**src/rtl/tdf_pkg.sv**
```systemverilog
// ----------------------------------------------------------------------------
// tdf_pkg
// Shared constants and types for the trial division factorizer.
// ----------------------------------------------------------------------------
package tdf_pkg;

  // Default operand width (bits of the value being factored)
  localparam int unsigned VALUE_WIDTH_DEF = 31;

  // Most results emitted for one request
  localparam int unsigned MAX_RESULTS = 30;

  // First divisor tried, also the smallest prime
  localparam int unsigned FIRST_DIVISOR = 2;

  // Sequencer states
  typedef enum logic [1:0] {
    ST_IDLE,
    ST_START,
    ST_DIV,
    ST_EMIT
  } tdf_state_e;

endpackage

```
**src/rtl/tdf_divider.sv**
```systemverilog
// ----------------------------------------------------------------------------
// tdf_divider
// Restoring divider, one quotient bit per cycle. Gives quotient and remainder
// of an unsigned dividend by a narrower unsigned divisor.
// ----------------------------------------------------------------------------
module tdf_divider #(
  parameter int unsigned DVD_WIDTH = 31,
  parameter int unsigned DVS_WIDTH = 17
) (
  input  logic                 clk_i,
  input  logic                 rst_ni,
  input  logic                 start_i,
  input  logic [DVD_WIDTH-1:0] dividend_i,
  input  logic [DVS_WIDTH-1:0] divisor_i,
  output logic                 done_o,
  output logic [DVD_WIDTH-1:0] quot_o,
  output logic [DVS_WIDTH-1:0] rem_o
);

  localparam int unsigned CntW = $clog2(DVD_WIDTH + 1);

  logic                 busy_q, busy_d;
  logic                 done_q, done_d;
  logic [CntW-1:0]      cnt_q, cnt_d;
  logic [DVD_WIDTH-1:0] quot_q, quot_d;
  logic [DVS_WIDTH-1:0] acc_q, acc_d;
  logic [DVS_WIDTH-1:0] dvs_q, dvs_d;

  logic [DVS_WIDTH:0]   acc_sh;
  logic [DVS_WIDTH:0]   acc_diff;
  logic                 acc_ge;

  // Shift in the next dividend bit and try a subtract
  assign acc_sh   = {acc_q, quot_q[DVD_WIDTH-1]};
  assign acc_ge   = acc_sh >= {1'b0, dvs_q};
  assign acc_diff = acc_sh - {1'b0, dvs_q};

  always_comb begin
    busy_d = busy_q;
    done_d = 1'b0;
    cnt_d  = cnt_q;
    quot_d = quot_q;
    acc_d  = acc_q;
    dvs_d  = dvs_q;
    if (start_i) begin
      busy_d = 1'b1;
      cnt_d  = CntW'(DVD_WIDTH);
      quot_d = dividend_i;
      acc_d  = '0;
      dvs_d  = divisor_i;
    end else if (busy_q) begin
      cnt_d  = cnt_q - 1'b1;
      quot_d = {quot_q[DVD_WIDTH-2:0], acc_ge};
      acc_d  = acc_ge ? acc_diff[DVS_WIDTH-1:0] : acc_sh[DVS_WIDTH-1:0];
      if (cnt_q == CntW'(1)) begin
        busy_d = 1'b0;
        done_d = 1'b1;
      end
    end
  end

  always_ff @(posedge clk_i or negedge rst_ni) begin
    if (!rst_ni) begin
      busy_q <= 1'b0;
      done_q <= 1'b0;
      cnt_q  <= '0;
    end else begin
      busy_q <= busy_d;
      done_q <= done_d;
      cnt_q  <= cnt_d;
    end
  end

  always_ff @(posedge clk_i) begin
    quot_q <= quot_d;
    acc_q  <= acc_d;
    dvs_q  <= dvs_d;
  end

  assign done_o = done_q;
  assign quot_o = quot_q;
  assign rem_o  = acc_q;

endmodule

```
**src/rtl/trial_division_factorizer.sv**
```systemverilog
// Each divisor tried takes one pass through the shared bit-serial divider;
//   each factor emitted also passes through ST_EMIT.
// One request is taken per search; the worst case is a large prime, which
//   tries every divisor up to about sqrt(value).
// Inputs 0 and 1 skip the divider. s_axis_tready_o is high only when idle.
// Reset: asynchronous, active low; returns to idle with no result pending.
// ----------------------------------------------------------------------------
// trial_division_factorizer
// Emits the prime factors of each request in ascending order by trial
// division, one factor per result, last factor flagged with tlast.
// ----------------------------------------------------------------------------
module trial_division_factorizer #(
  parameter int unsigned VALUE_WIDTH = tdf_pkg::VALUE_WIDTH_DEF,
  localparam int unsigned TdataW     = ((VALUE_WIDTH + 7) / 8) * 8
) (
  input  logic              clk_i,
  input  logic              rst_ni,
  input  logic              s_axis_tvalid_i,
  output logic              s_axis_tready_o,
  input  logic [TdataW-1:0] s_axis_tdata_i,   // [VALUE_WIDTH-1:0] value
  output logic              m_axis_tvalid_o,
  input  logic              m_axis_tready_i,
  output logic [TdataW-1:0] m_axis_tdata_o,   // [VALUE_WIDTH-1:0] prime_factor
  output logic              m_axis_tlast_o,   // is_last
  output logic              m_axis_tuser_o    // no_factor
);

  // Divisor never exceeds floor(sqrt(value)) + 1
  localparam int unsigned DivW = (VALUE_WIDTH + 1) / 2 + 1;
  localparam int unsigned CntW = $clog2(tdf_pkg::MAX_RESULTS);

  tdf_pkg::tdf_state_e state_q, state_d;

  logic [VALUE_WIDTH-1:0] rem_q, rem_d;
  logic [DivW-1:0]        div_q, div_d;
  logic [CntW-1:0]        cnt_q, cnt_d;
  logic [VALUE_WIDTH-1:0] res_factor_q, res_factor_d;
  logic                   res_last_q, res_last_d;
  logic                   res_none_q, res_none_d;
  logic                   out_valid_q, out_valid_d;
  logic [VALUE_WIDTH-1:0] out_factor_q, out_factor_d;
  logic                   out_last_q, out_last_d;
  logic                   out_none_q, out_none_d;

  logic                   in_req;
  logic [VALUE_WIDTH-1:0] in_value;
  logic                   out_free;
  logic                   div_start;
  logic                   div_done;
  logic [VALUE_WIDTH-1:0] div_quot;
  logic [DivW-1:0]        div_rem;
  logic                   search_end;
  logic                   divisible;
  logic                   at_limit;

  assign in_value   = s_axis_tdata_i[VALUE_WIDTH-1:0];
  assign in_req     = s_axis_tvalid_i && s_axis_tready_o;
  assign out_free   = !out_valid_q || m_axis_tready_i;
  assign search_end = VALUE_WIDTH'(div_q) > div_quot;   // divisor^2 > remainder
  assign divisible  = div_rem == '0;
  assign at_limit   = cnt_q == CntW'(tdf_pkg::MAX_RESULTS - 1);

  tdf_divider #(
    .DVD_WIDTH(VALUE_WIDTH),
    .DVS_WIDTH(DivW)
  ) u_divider (
    .clk_i     (clk_i),
    .rst_ni    (rst_ni),
    .start_i   (div_start),
    .dividend_i(rem_q),
    .divisor_i (div_q),
    .done_o    (div_done),
    .quot_o    (div_quot),
    .rem_o     (div_rem)
  );

  // Next state
  always_comb begin
    state_d = state_q;
    case (state_q)
      tdf_pkg::ST_IDLE: begin
        if (in_req) begin
          state_d = (in_value < VALUE_WIDTH'(tdf_pkg::FIRST_DIVISOR)) ?
                    tdf_pkg::ST_EMIT : tdf_pkg::ST_START;
        end
      end
      tdf_pkg::ST_START: state_d = tdf_pkg::ST_DIV;
      tdf_pkg::ST_DIV: begin
        if (div_done) begin
          state_d = (search_end || divisible) ? tdf_pkg::ST_EMIT : tdf_pkg::ST_START;
        end
      end
      tdf_pkg::ST_EMIT: begin
        if (out_free) begin
          state_d = res_last_q ? tdf_pkg::ST_IDLE : tdf_pkg::ST_START;
        end
      end
      default: state_d = tdf_pkg::ST_IDLE;
    endcase
  end

  // Datapath and outputs
  always_comb begin
    s_axis_tready_o = 1'b0;
    div_start       = 1'b0;
    rem_d           = rem_q;
    div_d           = div_q;
    cnt_d           = cnt_q;
    res_factor_d    = res_factor_q;
    res_last_d      = res_last_q;
    res_none_d      = res_none_q;
    out_valid_d     = out_valid_q && !m_axis_tready_i;
    out_factor_d    = out_factor_q;
    out_last_d      = out_last_q;
    out_none_d      = out_none_q;
    case (state_q)
      tdf_pkg::ST_IDLE: begin
        s_axis_tready_o = 1'b1;
        if (in_req) begin
          rem_d        = in_value;
          div_d        = DivW'(tdf_pkg::FIRST_DIVISOR);
          cnt_d        = '0;
          res_factor_d = in_value;
          res_last_d   = 1'b1;
          res_none_d   = 1'b1;
        end
      end
      tdf_pkg::ST_START: div_start = 1'b1;
      tdf_pkg::ST_DIV: begin
        if (div_done) begin
          res_none_d = 1'b0;
          if (search_end || (divisible && at_limit)) begin
            // what is left is prime, or the result budget is spent
            res_factor_d = rem_q;
            res_last_d   = 1'b1;
          end else if (divisible) begin
            res_factor_d = VALUE_WIDTH'(div_q);
            res_last_d   = 1'b0;
            rem_d        = div_quot;
            cnt_d        = cnt_q + 1'b1;
          end else begin
            div_d = div_q + 1'b1;
          end
        end
      end
      tdf_pkg::ST_EMIT: begin
        if (out_free) begin
          out_valid_d  = 1'b1;
          out_factor_d = res_factor_q;
          out_last_d   = res_last_q;
          out_none_d   = res_none_q;
        end
      end
      default: ;
    endcase
  end

  always_ff @(posedge clk_i or negedge rst_ni) begin
    if (!rst_ni) begin
      state_q     <= tdf_pkg::ST_IDLE;
      out_valid_q <= 1'b0;
      cnt_q       <= '0;
    end else begin
      state_q     <= state_d;
      out_valid_q <= out_valid_d;
      cnt_q       <= cnt_d;
    end
  end

  always_ff @(posedge clk_i) begin
    rem_q        <= rem_d;
    div_q        <= div_d;
    res_factor_q <= res_factor_d;
    res_last_q   <= res_last_d;
    res_none_q   <= res_none_d;
    out_factor_q <= out_factor_d;
    out_last_q   <= out_last_d;
    out_none_q   <= out_none_d;
  end

  assign m_axis_tvalid_o = out_valid_q;
  assign m_axis_tdata_o  = TdataW'(out_factor_q);
  assign m_axis_tlast_o  = out_last_q;
  assign m_axis_tuser_o  = out_none_q;

endmodule

```
**config.mk**
```make
export PLATFORM = sky130hd
export DESIGN_NAME = trial_division_factorizer
export DESIGN_NICKNAME = d
export VERILOG_FILES = /design/src/rtl/tdf_pkg.sv /design/src/rtl/tdf_divider.sv /design/src/rtl/trial_division_factorizer.sv
export SDC_FILE = /design/constraint.sdc
export NUM_CORES = 1
export LEC_CHECK = 0
export BUFFER_PORTS_ARGS = -buffer_cell sky130_fd_sc_hd__buf_2
export CAP_MARGIN = 20
export CORE_ASPECT_RATIO = 0.5
export CORE_MARGIN = 1.5
export CORE_UTILIZATION = 40
export DETAILED_ROUTE_END_ITERATION = 16
export GPL_TIMING_DRIVEN = 1
export HOLD_SLACK_MARGIN = 0.05
export PLACE_DENSITY_LB_ADDON = 0.3
export SKIP_LAST_GASP = 1
export SLEW_MARGIN = 30
export SYNTH_ARGS = -nofsm -noshare
export SYNTH_HDL_FRONTEND = slang
export SYNTH_SLANG_ARGS = --single-unit
export TNS_END_PERCENT = 20
```
**constraint.sdc**
```tcl
create_clock -name clk_i -period 7.4 [get_ports clk_i]
set_clock_uncertainty 0.15 [all_clocks]
set_input_delay 1.11 -clock clk_i [delete_from_list [all_inputs] [get_ports clk_i]]
set_output_delay 1.11 -clock clk_i [all_outputs]
set_load 0.01 [all_outputs]
```
# == Yosys cells after proc, flatten, opt, wreduce, memory -nomap -nowiden ==
# Cells that the tools add are included.
# classes
add_sub_neg,4
mul,0
div,0
order_cmp,3
n_eq_ne,12
n_shift,0
mux,48
n_bitwise,0
reduce_logical,18
# op_table
op,n
$mux 31,9
$pmux 31 s2,2
$mux 17,5
$pmux 17 s2,1
$gt 17x31->1,1
$lt 31x2->1 const B,1
$mux 5,6
$ge 18x17->1,1
$add 17x1->17 const B,1
$logic_not 17->1,1
$sub 17x17->17,1
$mux 1,16
$mux 2,5
$ne 2x2->1 const B,5
$pmux 5 s2,1
$reduce_and 5->1,2
$pmux 2 s4,1
$reduce_and 3->1,2
$add 5x1->5 const B,1
$eq 5x1->1 const B,1
$eq 5x5->1 const B,1
$sub 5x1->5 const B,1
$eq 2x2->1 const B,2
$pmux 1 s2,2
10 further kinds,16
# word_totals
reg_bits,194
latch_bits,0
ramBits,0
rom_bits,0
in_bits,36
out_inout_bits,36
mem_count,0

# == Logic depth before layout (Yosys ltp) ==
# logic_depth
depth_word,6
mapped_depth,12
ltp_nobuf,11

# == Modules after synthesis ==
# From an unflattened synthesis, not the netlist that was laid out.
# unflattened
cells_unflattened,791
area_unflattened_um2,9509.1
# modules_own_cells
mod,n_inst,cells_each,area_per_inst_um2,seq_area_each_um2
trial_division_factorizer,1,458,5666.7,3623.5
tdf_divider,1,333,3842.4,1956.9

# == Worst setup path before layout ==
# Ideal clock, no wire load.
# synth_timing
kind,reg2reg
startpoint,reg div_q[8]
endpoint,reg res_factor_q[0] (enable)
arrival_ns,3.883
t_required_ns,6.770
slack_ns,2.887
stages_incl_launch_ff,8
period_less_slack_ns,4.513
path_cell_list,edfxtp_1 -> ha_1 -> a21o_1 -> a21o_1 -> a21oi_1 -> nor2_1 -> o31ai_4 -> a311oi_1
# synth_between
elab_chain_len,4
# synth_lines
item,line_no,text
"start, declared",trial_division_factorizer.sv:35,"logic [DivW-1:0] div_q, div_d;"
"start signal, assigned",trial_division_factorizer.sv:172,div_q <= div_d;
$gt 17x31->1,trial_division_factorizer.sv:59,assign search_end = VALUE_WIDTH'(div_q) > div_quot;
$logic_or 1x1->1,trial_division_factorizer.sv:132,if (search_end || (divisible && at_limit)) begin
$ne 3x3->1 (no source line),--,
$reduce_and 4->1 (no source line),--,
"end signal, assigned",trial_division_factorizer.sv:173,res_factor_q <= res_factor_d;
"end, declared",trial_division_factorizer.sv:37,"logic [VALUE_WIDTH-1:0] res_factor_q, res_factor_d;"
# No other way between the ends.
# A chain may end at the register's enable or synchronous reset.

# == Worst setup path in the final report ==
# layout_timing
startpoint,reg div_q[8]
endpoint,reg rem_q[7] (enable)
# layout_between
elab_chain_len,4
# layout_lines
item,line_no,text
$gt 17x31->1,trial_division_factorizer.sv:59,
$logic_or 1x1->1,trial_division_factorizer.sv:132,
$ne 2x2->1 (no source line),--,
$reduce_and 5->1 (no source line),--,
"end signal, assigned",trial_division_factorizer.sv:171,rem_q <= rem_d;
"end, declared",trial_division_factorizer.sv:34,"logic [VALUE_WIDTH-1:0] rem_q, rem_d;"
# No other way between the ends.

==> results.md <==
* Wire length per cell at 16.8 um
* Tcrit/Tclk final at between 50% and 60%
* VDD IR max at 0.230 mV
* DP HPWL at 14.0 mm
* Die W at around 220 um
* Root buffer cell: clkbuf_16
* Global-route wire length before repair at between 30 and 40 mm
* Met2 usage at 26.6%
* Crit path max fanout at 26
* CTS tree: built
* Die height at 111 um
* Share of cells above drive strength 1 at 14.6%
* Asr flop ratio synth at under 10%
* Core Box Area at around 23,000 sq um
* Crit path DAT at 3.81 ns
* Met1 Usage GRT at about a quarter
* Gate power share at between 30% and 40%
* IO buf count at 69
* CP startpoint kind: flop
* Pwr Density at between 400 and 500 nW/um^2
* Area Overhead vs Synth at 13.9%
* Top Ports at between 70 and 80
* Number of global-route vias before repair at 6,226
* Crit end category: flop
* Nets at 968
* Placer Congestion at just under 0.9
* Largest net degree at the start of global routing at 85
* Placed inst area at just over 10,000 sq um
* Mapped Cells at around 820
* Fin crit period at between 3 and 4 ns
* CTS buffer count at 17
* Sw Pwr at around 1.7 mW
* Main synth FF type: edfxtp_1
* Synth Net Count at 900
* CP Data Required Time at between 7 and 8 ns
* Pint at a little under 3 mW
* Synthesized area at ~9300 sq um
* Hold Path Depth at 0
* Clk_lat worst skew at between 0.4 and 0.5 ns
* Global-route track usage on met3 at 4.06%
* Clock Sinks at ~190
* Worst-margin pin slew at between 0.8 and 0.9 ns
* Grt ovf at 0
* EDFF count, synth at 162
* Reg2Reg Setup Slack at 3.52 ns
* Hold Buf Count CTS at 0
* RR Endpoint: rem_q[7]
* Total vias in the final route at approximately 6.4k
* Sw Share at between 30% and 40%
* ANT nets after route at 0
* Final Hold Viols at 0
* Seq/Total Area, Yosys at ~60%
* Row count at 39
* Syn Area/Cell at 11.3 sq um
* # resized after CTS at 0
* Yosys warning total at 0
* Vias per inst at approximately 5.3
* DRT iter0 DRCs at 485
* Clock power frac at around a fifth
* MaxCap Viol Count at 0
* Number of setup buffers added after CTS at 0
* Worst hold start: res_factor_q[25]
* GRT Max-Usage Layer: met2
* Residual DRC at 0
* H-tree depth at 4
* Fmax at roughly 260 MHz
* Initial antenna violation count at 0
* Die area at roughly 24,000 sq um
* Initial Util at 40.8%
* CP Class: reg -> reg
* WL final at roughly 20 mm
* Sequential power share at between 40% and 50%
* CTS max path bufs at 2
* Synthesized flop and latch total at about 190
* Total GRT Usage at ~18%
* Reg2reg start: div_q[8]
* Hold/Removal Path Class: reg -> reg
* Unique cell type count in the Yosys netlist at 63
* Setup TNS at 0 ns
* Leakage at between 4 and 5 nW
* Hold Path Sink: out_factor_q[25]
* Final instance area at ~11,000 sq um
* Status: finished, final reports clean
* TritonRoute pass-1 iters at 7
* Max Transition Viols Final at 0
* Worst rel slew slack at between 40% and 50%
* Worst-path clk slew at about 0.070 ns
* Unrepaired setup endpoints after global routing: no
* # diodes at 0
* Worst Reg2Reg Path Length in Cells at 9
* Endpoints failing setup at 0
[worst max-delay path: stages (launching register included)]
cell      delay [ns]
edfxtp_1        0.51
ha_1            0.36
a21o_1          0.17
a21o_1          0.18
a21oi_1         0.23
nor2_1          0.12
o31ai_4         0.54
a21oi_2         0.36
nor2_2          0.43
buf_4           0.43
[cell usage after synthesis, types with 4 or more instances]
cell type / instances / area [sq um]
a21oi_1: 32 / 160
and2_1: 4 / 25.0
nand2_1: 149 / 559
dfxtp_1: 17 / 340
nor3_1: 9 / 45.0
a22o_1: 13 / 114
buf_6: 5 / 56.3
edfxtp_1: 162 / 4860
a21o_1: 6 / 45.0
nand4_1: 11 / 68.8
o21a_1: 5 / 37.5
a211oi_1: 5 / 37.5
nor4_1: 12 / 75.1
nor2b_1: 7 / 43.8
mux2i_1: 31 / 310
o21ai_0: 65 / 325
nand2b_1: 6 / 37.5
dfrtp_1: 15 / 375
nand3_1: 18 / 90.1
xor2_1: 13 / 114
and3_1: 7 / 43.8
ha_1: 39 / 488
inv_1: 47 / 176
nor2_1: 41 / 154
clkbuf_1: 23 / 86.3
xnor2_1: 15 / 131
o21ai_1: 18 / 90.1
[cell type report]
cell class	count	area [sq um]
Tap cell	307	384
Inverter	50	189
Clock buffer	20	447
Multi-Input combinational cell	548	3440
Clock inverter	12	134
Sequential cell	194	5580
Fill cell	2081	12200
Timing Repair Buffer	81	463
[registers in the layout, indices dropped and copies added, names as in the netlist, 2 cells and up]
register / count
u_divider.cnt_q: 5
u_divider.rem_o: 17
u_divider.dvs_q: 17
res_factor_q: 31
out_factor_q: 31
div_q: 17
cnt_q: 5
rem_q: 31
state_q: 2
u_divider.quot_o: 31
[worst max-delay path by stage]
stage | start | to | slack, ns
after floorplan | div_q[8] | res_factor_q[0] | 2.89
after global placement | u_divider.quot_o[30] | u_divider.rem_o[0] | 3.65
after detailed placement | div_q[8] | rem_q[9] | 3.52
after CTS | div_q[8] | rem_q[7] | 3.50
after global routing | div_q[4] | rem_q[6] | 3.38
final | div_q[8] | rem_q[7] | 3.52
[per-layer routing]
metal  wire length [um]  share of wire [%]
met3               1020                5.0
met2               9020                 44
met5                  0                  0
met4                168               0.82
met1              10200                 50
[power groups by stage]
stage	logic [mW]	clock network (mW)	registers, mW
3_5_place_dp	1.81	0	1.92
3_3_place_gp	1.71	0	1.91
5_1_grt	2.04	0.986	1.94
6_report	1.81	0.921	1.90
2_1_floorplan	1.35	0	1.88
4_1_cts	1.82	0.941	1.90
[metrics by stage]
stage / total power, mW / utilization [%] / instances / setup slack, ns / hold WS, ns
5_1_grt: 4.97 / 46.5 / 1212 / 3.38 / 0.282
3_3_place_gp: 3.63 / 43.8 / 1178 / 3.65 / 0.251
2_1_floorplan: 3.23 / - / 824 / 2.89 / 0.250
3_5_place_dp: 3.73 / 44.0 / 1180 / 3.52 / 0.255
4_1_cts: 4.66 / 46.5 / 1212 / 3.50 / 0.272
6_report: 4.64 / 46.5 / 1212 / 3.52 / 0.270
[layout by cell type (no fill, tap or decap), drive strengths merged, types with 20 or more instances in the layout]
cell	n
a21oi	33
buf	81
clkbuf	20
edfxtp	162
ha	39
inv	50
mux2i	31
nand2	149
nor2	41
o21ai	83
[logic make-up after synthesis]
logic type | share of synthesized area, %
buffers and inverters | 3.76
AND/OR/NAND/NOR | 13.6
adder cells (fa/ha/maj) | 5.44
multiplexers | 3.44
AO/OA/AOI/OAI | 11.4
XOR/XNOR | 2.62
other | 0.0401
flip-flops | 59.7
No activity file was read; power rests on OpenSTA's default activity.
